### config.mk
export PLATFORM = sky130hd
export DESIGN_NAME = smx_ctrl
export DESIGN_NICKNAME = d
export VERILOG_FILES = /design/src/hdl/smx_pkg.sv /design/src/hdl/smx_ctrl.sv
export SDC_FILE = /design/constraint.sdc
export NUM_CORES = 1
export LEC_CHECK = 0
export BUFFER_PORTS_ARGS = -buffer_cell sky130_fd_sc_hd__buf_2
export CORE_AREA = 2 2 39 41
export CTS_CLUSTER_DIAMETER = 100
export DETAILED_ROUTE_END_ITERATION = 6
export DIE_AREA = 0 0 41 43
export PLACE_DENSITY = 0.6
export SYNTH_ARGS = -nofsm -noshare
export SYNTH_HDL_FRONTEND = slang
export SYNTH_SLANG_ARGS = --single-unit
### constraint.sdc
create_clock -name clk -period 3.7 [get_ports clk]
set_clock_uncertainty 0.15 [all_clocks]
set_input_delay 0.555 -clock clk [delete_from_list [all_inputs] [get_ports clk]]
set_output_delay 0.555 -clock clk [all_outputs]
set_load 0.03 [all_outputs]
### src/hdl/smx_pkg.sv
package smx_pkg;

  localparam int DATA_DEPTH_DEF   = 64;
  localparam int CALL_DEPTH_DEF   = 64;
  localparam int GLOBAL_DEPTH_DEF = 64;
  localparam int PROG_DEPTH_DEF   = 1024;

  localparam int IN_W   = 40;
  localparam int CFG_W  = 11;
  localparam int ENT_W  = 34;

  localparam logic [5:0] OP_PUSH  = 6'd0;
  localparam logic [5:0] OP_RET   = 6'd1;
  localparam logic [5:0] OP_RCL   = 6'd2;
  localparam logic [5:0] OP_END   = 6'd3;
  localparam logic [5:0] OP_RCE   = 6'd4;
  localparam logic [5:0] OP_FREE  = 6'd5;
  localparam logic [5:0] OP_ALLOC = 6'd6;
  localparam logic [5:0] OP_JMP   = 6'd7;
  localparam logic [5:0] OP_REC   = 6'd8;
  localparam logic [5:0] OP_DEP   = 6'd9;
  localparam logic [5:0] OP_ATAC  = 6'd10;
  localparam logic [5:0] OP_MOV   = 6'd11;
  localparam logic [5:0] OP_POP   = 6'd12;
  localparam logic [5:0] OP_DUP   = 6'd13;
  localparam logic [5:0] OP_STO   = 6'd14;
  localparam logic [5:0] OP_STL   = 6'd15;
  localparam logic [5:0] OP_JIT   = 6'd16;
  localparam logic [5:0] OP_JIF   = 6'd17;
  localparam logic [5:0] OP_CALL  = 6'd18;
  localparam logic [5:0] OP_PRN   = 6'd19;
  localparam logic [5:0] OP_TOP   = 6'd20;
  localparam logic [5:0] OP_SAVE  = 6'd21;
  localparam logic [5:0] OP_REST  = 6'd22;
  localparam logic [5:0] OP_ADD   = 6'd23;
  localparam logic [5:0] OP_SUB   = 6'd24;
  localparam logic [5:0] OP_MUL   = 6'd25;
  localparam logic [5:0] OP_DIV   = 6'd26;
  localparam logic [5:0] OP_EQ    = 6'd27;
  localparam logic [5:0] OP_GT    = 6'd28;
  localparam logic [5:0] OP_GE    = 6'd29;
  localparam logic [5:0] OP_LT    = 6'd30;
  localparam logic [5:0] OP_LE    = 6'd31;
  localparam logic [5:0] OP_NE    = 6'd32;

  localparam logic [2:0] ERR_OK    = 3'd0;
  localparam logic [2:0] ERR_EMPTY = 3'd1;
  localparam logic [2:0] ERR_TAG   = 3'd2;
  localparam logic [2:0] ERR_OVF   = 3'd3;
  localparam logic [2:0] ERR_RANGE = 3'd4;
  localparam logic [2:0] ERR_DIV0  = 3'd5;
  localparam logic [2:0] ERR_UNSUP = 3'd6;

  localparam logic [1:0] TAG_NUM = 2'd0;

  typedef enum logic [3:0] {
    S_IDLE, S_READ, S_EXEC, S_READ2, S_EXEC2, S_MUL, S_DIV, S_WB, S_CLR, S_NIP, S_MOD
  } state_t;

  typedef struct packed {
    logic load;
    logic rd;
    logic exec;
    logic rd2;
    logic exec2;
    logic mul;
    logic div_start;
    logic wb;
    logic clr;
    logic mod_start;
    logic fin;
  } cmd_t;

  typedef struct packed {
    logic go_mul;
    logic go_div;
    logic go_rd2;
    logic go_clr;
    logic clr_done;
    logic div_done;
    logic mod_need;
    logic out_busy;
  } stat_t;

endpackage

### src/hdl/smx_ctrl.sv
module smx_ctrl (
  input  logic           clk,
  input  logic           rst,
  input  logic           s_tvalid,
  output logic           s_tready,
  input  smx_pkg::stat_t st,
  output smx_pkg::cmd_t  cmd
);

  smx_pkg::state_t state;
  smx_pkg::state_t state_next;

  always_ff @(posedge clk) begin
    if (rst) begin
      state <= smx_pkg::S_IDLE;
    end else begin
      state <= state_next;
    end
  end

  always_comb begin
    state_next = state;
    cmd        = '0;
    s_tready   = 1'b0;
    case (state)
      smx_pkg::S_IDLE: begin
        s_tready = 1'b1;
        if (s_tvalid) begin
          cmd.load   = 1'b1;
          state_next = smx_pkg::S_READ;
        end
      end
      smx_pkg::S_READ: begin
        cmd.rd     = 1'b1;
        state_next = smx_pkg::S_EXEC;
      end
      smx_pkg::S_EXEC: begin
        cmd.exec = 1'b1;
        if (st.go_mul) state_next = smx_pkg::S_MUL;
        else if (st.go_div) begin
          cmd.div_start = 1'b1;
          state_next    = smx_pkg::S_DIV;
        end
        else if (st.go_rd2) state_next = smx_pkg::S_READ2;
        else if (st.go_clr) state_next = smx_pkg::S_CLR;
        else state_next = smx_pkg::S_NIP;
      end
      smx_pkg::S_READ2: begin
        cmd.rd2    = 1'b1;
        state_next = smx_pkg::S_EXEC2;
      end
      smx_pkg::S_EXEC2: begin
        cmd.exec2  = 1'b1;
        state_next = smx_pkg::S_NIP;
      end
      smx_pkg::S_MUL: begin
        cmd.mul    = 1'b1;
        state_next = smx_pkg::S_WB;
      end
      smx_pkg::S_DIV: begin
        if (st.div_done) state_next = smx_pkg::S_WB;
      end
      smx_pkg::S_WB: begin
        cmd.wb     = 1'b1;
        state_next = smx_pkg::S_NIP;
      end
      smx_pkg::S_CLR: begin
        cmd.clr = 1'b1;
        if (st.clr_done) state_next = smx_pkg::S_NIP;
      end
      smx_pkg::S_NIP: begin
        if (st.mod_need) begin
          cmd.mod_start = 1'b1;
          state_next    = smx_pkg::S_MOD;
        end else if (!st.out_busy) begin
          cmd.fin    = 1'b1;
          state_next = smx_pkg::S_IDLE;
        end
      end
      smx_pkg::S_MOD: begin
        if (st.div_done) state_next = smx_pkg::S_NIP;
      end
      default: state_next = smx_pkg::S_IDLE;
    endcase
  end

`ifndef SYNTHESIS
  a_cmd_single: assert property (@(posedge clk) disable iff (rst)
    $onehot0({cmd.load, cmd.rd, cmd.exec, cmd.rd2, cmd.exec2, cmd.mul,
              cmd.wb, cmd.clr, cmd.mod_start, cmd.fin}))
    else $error("more than one datapath command");

  a_fin_ok: assert property (@(posedge clk) disable iff (rst)
    cmd.fin |-> !st.mod_need && !st.out_busy)
    else $error("result issued while output busy or pointer unreduced");

  a_load_read: assert property (@(posedge clk) disable iff (rst)
    cmd.load |=> cmd.rd)
    else $error("accepted word not followed by read");
`endif

endmodule
Word-level counts from Yosys, hierarchy flattened
Cells that the tools add are included.

operators by class
  equality and inequality tests = 15
  mux-type cells = 28
  reductions and logical operators = 3

operators by type and width
  operator                                                         count
  4-bit one-hot mux with 10 select lines                           1
  4-bit two-way mux                                                9
  1-bit two-way mux                                                17
  4-bit by 3-bit == test with 1-bit output, second input constant  4
  4-bit == test, second input constant                             3
  4-bit by 2-bit == test with 1-bit output, second input constant  2
  2-bit inequality test, second input constant                     4
  5-bit AND reduction                                              1
  4-bit by 1-bit == test with 1-bit output, second input constant  1
  4-bit zero test                                                  1
  3-bit inequality test, second input constant                     1
  2-bit two-way mux                                                1
  2-bit OR reduction                                               1

word-level totals
  register bits = 4
  word-level logic and storage cells = 47
  output and inout port bits = 12
  input port bits = 11

Longest topological paths before layout
Gate-level depths: netlist (run 1).

  word-level depth = 5
  depth in mapped cells = 6
  mapped depth without buffers = 4

Least setup slack after synthesis (run 1)
OpenSTA, ideal clock, no wires.

  path kind = reg-to-output
  start = reg state[3]
  end = out cmd[10] in the netlist's numbering
  required time = 2.995 ns
  arrival time = 1.648 ns
  stages on the path, launching flop included = 5
  slack = 1.347 ns
  buffers on the path = 2
  cell sequence = dfxtp_1 -> buf_4 -> buf_2 -> nor4_2 -> and2_1

RTL lines
  element                 line            source
  start, declared         smx_ctrl.sv:10  smx_pkg::state_t state;
  start signal, assigned  smx_ctrl.sv:15  state <= smx_pkg::S_IDLE;
  start signal, assigned  smx_ctrl.sv:17  state <= state_next;
  end, declared           smx_ctrl.sv:7   output smx_pkg::cmd_t cmd

==> results.py, run 1 <==
metrics = {
    "outcome": {
        "status": "finished, final reports clean",
    },
    "route": {
        "drt-pass1-iter-count": 4,
        "ant_nets": 0,
        "vias": 502,
        "drt-total-wl_mm": 1.10,
        "drc": 0,
        "viasPerCell": 5.18,
        "wire_per_inst_um": 11.4,
        "drt-initial-drc-count": 1,
    },
    "placement": {
        "io_buffers": 22,
        "post-place-ws_ps": 1550,
        "dp_hpwl_um": 817,
        "place_congestion": 0.758,
        "place_area_um2": 553,
    },
    "sta": {
        "worstMarginPinSlew_ps": 656,
        "rsz0062_at_grt": "false",
        "tns_ps": 0,
        "setup_ws_ps": 1290,
        "finalCritPeriodShare": 0.652,
        "drv_slew": 0,
        "setup_viol": 0,
        "layout_min_cycle_time_ps": 2410,
        "finalHoldViolCount": 0,
        "max_slew_margin": 0.562,
        "max_freq_ghz": 0.414,
    },
    "min_path": {
        "hp-class": "in -> reg",
        "hold_start": "rst",
        "hold_depth": 2,
    },
    "cts": {
        "root_buffer": "clkbuf_4",
        "holdBufCountCts": 0,
        "clock_sinks": 4,
        "insertion_delay_ps": 230,
        "cts_buffers": 3,
        "cts_buffer_depth": 2,
        "cts_tree": "done",
        "clk_pin_slew_worst_paths_ps": 40,
        "cts_setup_buffers": 0,
        "htreeDepth": 1,
        "post_cts_resized": 0,
    },
    "floorplanning": {
        "coreArea_um2": 1380,
        "initial_core_util": 0.334,
        "die_h_um": 43,
        "die_x_um": 41,
        "die_area_um2": 1760,
        "ios": 23,
        "core.rowCount": 14,
    },
    "power": {
        "p_leak_nw": 0.251,
        "power.switching_w": 0.000113,
        "p_sw_frac": 0.463,
        "power-per-cell-area_nw_per_um2": 424,
        "p_clk_frac": 0.215,
        "p_seq_frac": 0.318,
        "irDropWorstVdd_uv": 173,
        "cell_internal_pwr_w": 0.000131,
        "finalPower_w": 0.000244,
        "power_frac_comb": 0.466,
    },
    "critical_path": {
        "endpoint": "cmd[0]",
        "r2r_setup_slack_ps": 1980,
        "reg2reg_depth": 4,
        "crit_type": "reg -> out",
        "critPathLaunchType": "register",
        "required_ps": 2990,
        "r2r-start": "state[3]",
        "crit_fanout": 18,
        "rr_endpoint": "state[0]",
        "critical_path_arrival_ps": 1710,
        "crit_start": "state[3]",
        "end_kind": "primary output",
    },
    "layout": {
        "largest_reg_flops": 4,
        "final_util": 0.416,
        "nets": 94,
        "drive_gt1_frac": 0.383,
        "final_cell_mix": "buf_2, nor2_1, nand2b_1, and2_1",
        "top_regs": "state (4)",
        "nFillCells": 147,
        "top_register": "state",
        "antenna_cells": 0,
        "post-route-cell-area_um2": 576,
        "syn_to_final_growth_pct": 24.7,
        "final_common_cell": "buf_2",
    },
    "global_routing": {
        "grt.overflow.total": 0,
        "grt_usage": 0.138,
        "grt_max_degree": 19,
        "grt_pass1_wl_mm": 1.70,
        "grt_pass1_vias": 402,
        "antenna_found_initial": 0,
    },
    "run": {
        "drv_cap": 0,
    },
    "logic_synthesis": {
        "synth_cells": 61,
        "yosysWarnings": 0,
        "avgSynthCellArea_um2": 7.57,
        "synth_seq_cells": 4,
        "synth_area_um2": 462,
        "syn-num-nets": 72,
        "yosys.area.top_type": "dfxtp_1",
        "synth_seq_area_share": 0.173,
        "synth.distinct_cells": 28,
        "synth.top_cell.area_share": 0.173,
        "synthTopCellsByArea": "dfxtp_1, and2_1, nand2b_1",
    },
}
-- critical path: stages (launching register included) --
cell      delay (ps)
dfxtp_1          730
and4bb_2         350
nor3b_1          170
buf_2            220
-- cells by family after synthesis --
| kind of cell | after synthesis | synth area share |
|---|---|---|
| buffers and inverters | 5 | 0.0840 |
| flip-flops | 4 | 0.173 |
| multiplexers | 1 | 0.0217 |
| XOR/XNOR | 2 | 0.0379 |
| AO/OA/AOI/OAI | 12 | 0.192 |
| AND/OR/NAND/NOR | 37 | 0.491 |
-- cell type report --
| class | count | area, µm² | area share |
|---|---|---|---|
| multi-input cells | 52 | 343 | 0.596 |
| repair buffers | 22 | 110 | 0.191 |
| flip-flops and latches | 4 | 80.1 | 0.139 |
| clock buffers | 3 | 22.5 | 0.0391 |
| well taps | 16 | 20.0 | 0.0348 |
-- metal layers --
layer,global-route usage,up-vias,wire (µm)
met2,0.197,12,512
li1,-,264,-
met1,0.183,222,525
met5,0,-,0
met3,0.0471,4,34
met4,0.0600,0,29
-- cells in the mapped netlist --
library cell and count:
nor2_1 7, and2_1 5, nand2b_1 5, dfxtp_1 4, nor3_1 4, a21oi_1 3, buf_4 3, nor2b_1 3
a221oi_1 2, nand2_1 2, nand3b_1 2, nor3b_1 2, nor4_2 2, o22ai_1 2, xor2_1 2, a2111oi_2 1
a21o_1 1, a22oi_1 1, a31oi_1 1, and4bb_2 1, buf_2 1, buf_6 1, mux2i_1 1, nand2_2 1
nand3_1 1, nand4_1 1, o211ai_1 1, or2_2 1
-- worst min-delay path by stage --
stage,endpoint,slack (ps)
after floorplan,state[3],470
after global placement,state[3],640
after detailed placement,state[2],640
after CTS,state[3],410
after global routing,state[2],410
final,state[3],410
-- power by group through the flow --
stage	registers [W]	clock network [W]	logic, W
after detailed placement	0.0000780	0	0.000114
after floorplan	0.0000548	0	0.000112
after global placement	0.0000781	0	0.000114
after CTS	0.0000773	0.0000547	0.000115
after global routing	0.0000804	0.0000597	0.000124
final	0.0000777	0.0000525	0.000114
-- metrics by stage --
| stage | hold slack [ps] | cells |
|---|---|---|
| detailed placement | 638 | 94 |
| global placement | 641 | 94 |
| finish | 407 | 97 |
| CTS | 405 | 97 |
| floorplan | 474 | 61 |
| global route | 408 | 97 |
Power figures use the tool's default switching activity.
==> run 2, diff against run 1 <==
==> constraint.sdc (replaced) <==
create_clock -name clk -period 2.3 [get_ports clk]
set_clock_uncertainty 0.15 [all_clocks]
set_input_delay 0.345 -clock clk [delete_from_list [all_inputs] [get_ports clk]]
set_output_delay 0.345 -clock clk [all_outputs]
set_load 0.03 [all_outputs]
==> run 2 against run 1 <==
Effect of this change:
- worst setup slack worse by 1000 ps
- first-iteration DRC count rose to 7.0 times the previous value
- utilization increased by 0.54 points
- sequential share of layout area decreased by 0.18 points
- critical path type unchanged
- critical endpoint is now cmd[4]
- largest power group unchanged
==> results.py, run 2 (synthesis results as in run 1) <==
metrics = {
    "global_routing": {
        "grt_pass1_wl_mm": 1.81,
        "use_met3": 0.0471,
        "grt.overflow.total": 0,
        "grt_pass1_vias": 428,
        "grt_max_degree": 16,
        "grt_busiest_layer": "met2",
        "grt_use_met1": 0.196,
        "grt_usage": 0.149,
        "antenna_found_initial": 0,
        "use_met2": 0.219,
    },
    "layout": {
        "nets": 95,
        "drive_gt1_frac": 0.390,
        "multiInputGateArea_um2": 343,
        "antenna_cells": 0,
        "syn_to_final_growth_pct": 26.3,
        "largest_reg_flops": 4,
        "nFillCells": 155,
        "top_register": "state",
        "final_util": 0.421,
        "regArea_um2": 80.1,
        "final_common_cell": "buf_2",
        "post-route-cell-area_um2": 583,
        "top_regs": "state (4)",
        "final_cell_mix": "buf_2, nor2_1, nand2b_1, and2_1",
    },
    "sta": {
        "layout_min_cycle_time_ps": 2050,
        "max_slew_margin": 0.699,
        "tns_ps": 0,
        "finalCritPeriodShare": 0.893,
        "finalHoldViolCount": 0,
        "max_freq_ghz": 0.487,
        "rsz0062_at_grt": "false",
        "setup_viol": 0,
        "setup_ws_ps": 245,
        "drv_slew": 0,
        "whs_ps": 204,
        "worstMarginPinSlew_ps": 451,
    },
    "floorplanning": {
        "die_h_um": 43,
        "ios": 23,
        "die_x_um": 41,
        "coreArea_um2": 1380,
        "core.rowCount": 14,
        "initial_core_util": 0.334,
        "die_area_um2": 1760,
    },
    "route": {
        "viasPerCell": 5.33,
        "drt-initial-drc-count": 7,
        "drc": 0,
        "wire_per_inst_um": 11.8,
        "drt-pass1-iter-count": 4,
        "ant_nets": 0,
        "vias": 522,
        "drt-total-wl_mm": 1.15,
    },
    "critical_path": {
        "r2r_setup_slack_ps": 680,
        "path_cells": "nand2b_1 > nor4_2 > and2_1 > buf_2",
        "slowest_stage": "dfxtp_1",
        "crit_start": "state[1]",
        "critPathLaunchType": "register",
        "crit_buf_inv": 1,
        "required_ps": 1800,
        "critical_path_arrival_ps": 1560,
        "end_kind": "primary output",
        "crit_fanout": 13,
        "crit_type": "reg -> out",
        "worst_path_dominant_cell_family": "simple AND/OR/NAND/NOR gates",
        "slowest_delay_ps": 560,
        "r2r-start": "state[3]",
    },
    "cts": {
        "cts_tree": "done",
        "cts_buffers": 3,
        "post_cts_resized": 0,
        "clock_sinks": 4,
        "htreeDepth": 1,
        "insertion_delay_ps": 230,
        "root_buffer": "clkbuf_4",
        "cts_setup_buffers": 0,
        "clk_pin_slew_worst_paths_ps": 40,
        "cts_buffer_depth": 2,
        "holdBufCountCts": 0,
    },
    "min_path": {
        "hold_start": "rst",
        "hp-class": "in -> reg",
    },
    "placement": {
        "dp_hpwl_um": 910,
        "place_area_um2": 561,
        "place_congestion": 0.822,
        "io_buffers": 22,
        "post-place-ws_ps": 495,
    },
    "power": {
        "p_leak_nw": 0.257,
        "power-per-cell-area_nw_per_um2": 679,
        "irDropWorstVdd_uv": 247,
    },
    "run": {
        "drv_cap": 0,
    },
    "outcome": {
        "status": "finished, final reports clean",
    },
}
run 2: power by group:
group          leakage [nW]  internal, W  switching, W
clock                0.0138    0.0000581     0.0000256
combinational         0.210    0.0000748      0.000121
sequential           0.0327    0.0000806     0.0000358
run 2: metrics by stage:
step,total power [W],cells
6_report,0.000396,98
5_1_grt,0.000426,98
3_5_place_dp,0.000312,95
3_3_place_gp,0.000313,95
2_1_floorplan,0.000269,61
4_1_cts,0.000403,98
run 2: layout make-up:
cell class                 instances  area share
multi-input combinational         52       0.588
sequential                         4       0.137
timing repair buffer              23       0.202
tap                               16      0.0343
clock buffer                       3      0.0386
run 2: worst paths after layout:
| path | endpoint | cells past startpoint |
|---|---|---|
| setup reg to reg | state[1] | 5 |
| setup / recovery | cmd[4] | 4 |
| hold reg to reg | state[3] | 3 |
| hold / removal | state[3] | 2 |
run 2: metal layers:
metal | up-vias | part of all wire
met5 | - | 0
met4 | 0 | 0
met3 | 0 | 0.043
met2 | 15 | 0.50
met1 | 241 | 0.46
li1 | 266 | -
run 2: worst register-to-register path, cell delays in order (launching register included):
cell and delay (ps):
dfxtp_1 530, buf_4 250, xor2_1 210, a22oi_1 130, nand4_1 140, o22ai_1 90
==> run 3, diff against run 2 <==
--- a/config.mk
+++ b/config.mk
@@ -10,7 +10,7 @@
 export CTS_CLUSTER_DIAMETER = 100
 export DETAILED_ROUTE_END_ITERATION = 6
 export DIE_AREA = 0 0 41 43
-export PLACE_DENSITY = 0.6
+export PLACE_DENSITY_LB_ADDON = 0.08
 export SYNTH_ARGS = -nofsm -noshare
 export SYNTH_HDL_FRONTEND = slang
 export SYNTH_SLANG_ARGS = --single-unit
==> run 3 against run 2 <==
Effect of this change:
- power grew 2.3%
- combinational power grew 5%
- final cell count grew 1.0%
- flip-flop and latch count is the same
- critical path depth shrank 1
- wire length grew 4.2%
- register-to-register slack lost 40 ps
- via count shrank 1.9%
- sequential share of layout area shrank 0.17 points
- first-iteration DRC count shrank 29%
==> results.py, run 3 (synthesis results as in run 1) <==
metrics = {
    "outcome": {
        "status": "finished, final reports clean",
    },
    "global_routing": {
        "grt_max_degree": 16,
        "grt_usage": 0.150,
        "grt.overflow.total": 0,
        "antenna_found_initial": 0,
        "grt_pass1_wl_mm": 1.84,
        "grt_pass1_vias": 426,
    },
    "cts": {
        "cts_tree": "done",
        "clk_pin_slew_worst_paths_ps": 40,
        "post_cts_resized": 0,
        "holdBufCountCts": 0,
        "clock_sinks": 4,
        "root_buffer": "clkbuf_4",
        "cts_setup_buffers": 0,
        "cts_buffers": 3,
        "htreeDepth": 1,
        "insertion_delay_ps": 240,
        "cts_buffer_depth": 2,
    },
    "route": {
        "vias": 512,
        "drc": 0,
        "drt-total-wl_mm": 1.20,
        "ant_nets": 0,
        "viasPerCell": 5.17,
        "drt-pass1-iter-count": 3,
        "drt-initial-drc-count": 5,
        "wire_per_inst_um": 12.1,
    },
    "critical_path": {
        "crit_type": "reg -> out",
        "r2r_setup_slack_ps": 640,
        "critical_path_arrival_ps": 1590,
        "required_ps": 1800,
        "path_cells": "and4bb_2 > nor3b_1 > buf_2",
        "slowest_delay_ps": 640,
        "crit_fanout": 13,
        "end_kind": "primary output",
        "critPathLaunchType": "register",
        "slowest_stage": "dfxtp_1",
    },
    "sta": {
        "max_slew_margin": 0.652,
        "finalHoldViolCount": 0,
        "worstMarginPinSlew_ps": 521,
        "layout_min_cycle_time_ps": 2080,
        "finalCritPeriodShare": 0.905,
        "setup_viol": 0,
        "drv_slew": 0,
        "rsz0062_at_grt": "false",
        "max_freq_ghz": 0.481,
        "tns_ps": 0,
    },
    "placement": {
        "io_buffers": 22,
        "place_congestion": 0.806,
        "dp_hpwl_um": 874,
        "place_area_um2": 568,
    },
    "layout": {
        "final_cell_mix": "buf_2, nor2_1, nand2b_1, and2_1",
        "nets": 96,
        "final_util": 0.427,
        "top_regs": "state (4)",
        "syn_to_final_growth_pct": 27.9,
        "antenna_cells": 0,
        "final_common_cell": "buf_2",
        "largest_reg_flops": 4,
        "drive_gt1_frac": 0.398,
        "post-route-cell-area_um2": 591,
        "top_register": "state",
    },
    "power": {
        "irDropWorstVdd_uv": 194,
        "p_seq_frac": 0.278,
        "p_clk_frac": 0.217,
        "p_sw_frac": 0.464,
        "cell_internal_pwr_w": 0.000217,
        "power_frac_comb": 0.506,
        "power.switching_w": 0.000188,
        "p_leak_nw": 0.262,
        "power-per-cell-area_nw_per_um2": 686,
    },
    "run": {
        "drv_cap": 0,
    },
    "floorplanning": {
        "coreArea_um2": 1380,
        "die_h_um": 43,
        "core.rowCount": 14,
        "die_x_um": 41,
        "die_area_um2": 1760,
        "ios": 23,
        "initial_core_util": 0.334,
    },
    "min_path": {
        "hp-class": "in -> reg",
    },
}
-- run 3: layout make-up --
type	count	area [µm²]
clock buffers	3	22.5
flip-flops and latches	4	80.1
multi-input cells	52	343
repair buffers	24	125
well taps	16	20.0
fillers	156	793
-- run 3: worst paths after layout --
| kind | cells after the start | to | from |
|---|---|---|---|
| setup / recovery | 3 | cmd[0] | state[0] |
| hold / removal | 2 | state[3] | rst |
| setup reg to reg | 4 | state[3] | state[2] |
| hold reg to reg | 3 | state[3] | state[1] |
-- run 3: through the flow --
step	hold WS [ps]	power (W)	setup slack [ps]	std cells
after floorplan	264	0.000269	157	61
after global placement	436	0.000319	492	96
after detailed placement	433	0.000318	484	96
after CTS	188	0.000406	230	99
after global routing	210	0.000431	148	99
final	192	0.000405	219	99
-- run 3: worst max-delay path: cells and delay by family, from the launching register on --
family                 cells  cell delay [ps]
AND/OR/NAND/NOR            2              490
buffers and inverters      1              220
flip-flops                 1              640
-- run 3: power groups by stage --
stage          Combinational (W)  Sequential, W   Clock, W
2_1_floorplan           0.000181      0.0000882          0
3_3_place_gp            0.000206       0.000113          0
3_5_place_dp            0.000205       0.000113          0
4_1_cts                 0.000206       0.000111  0.0000892
5_1_grt                 0.000221       0.000116  0.0000943
6_report                0.000205       0.000113  0.0000877
-- run 3: metal layers --
layer / vias up / GRT usage / share of wire
li1: 266 / - / -
met1: 231 / 0.215 / 0.50
met2: 13 / 0.228 / 0.45
met3: 2 / 0 / 0.038
met4: 0 / 0.0600 / 0.014
met5: - / 0 / 0
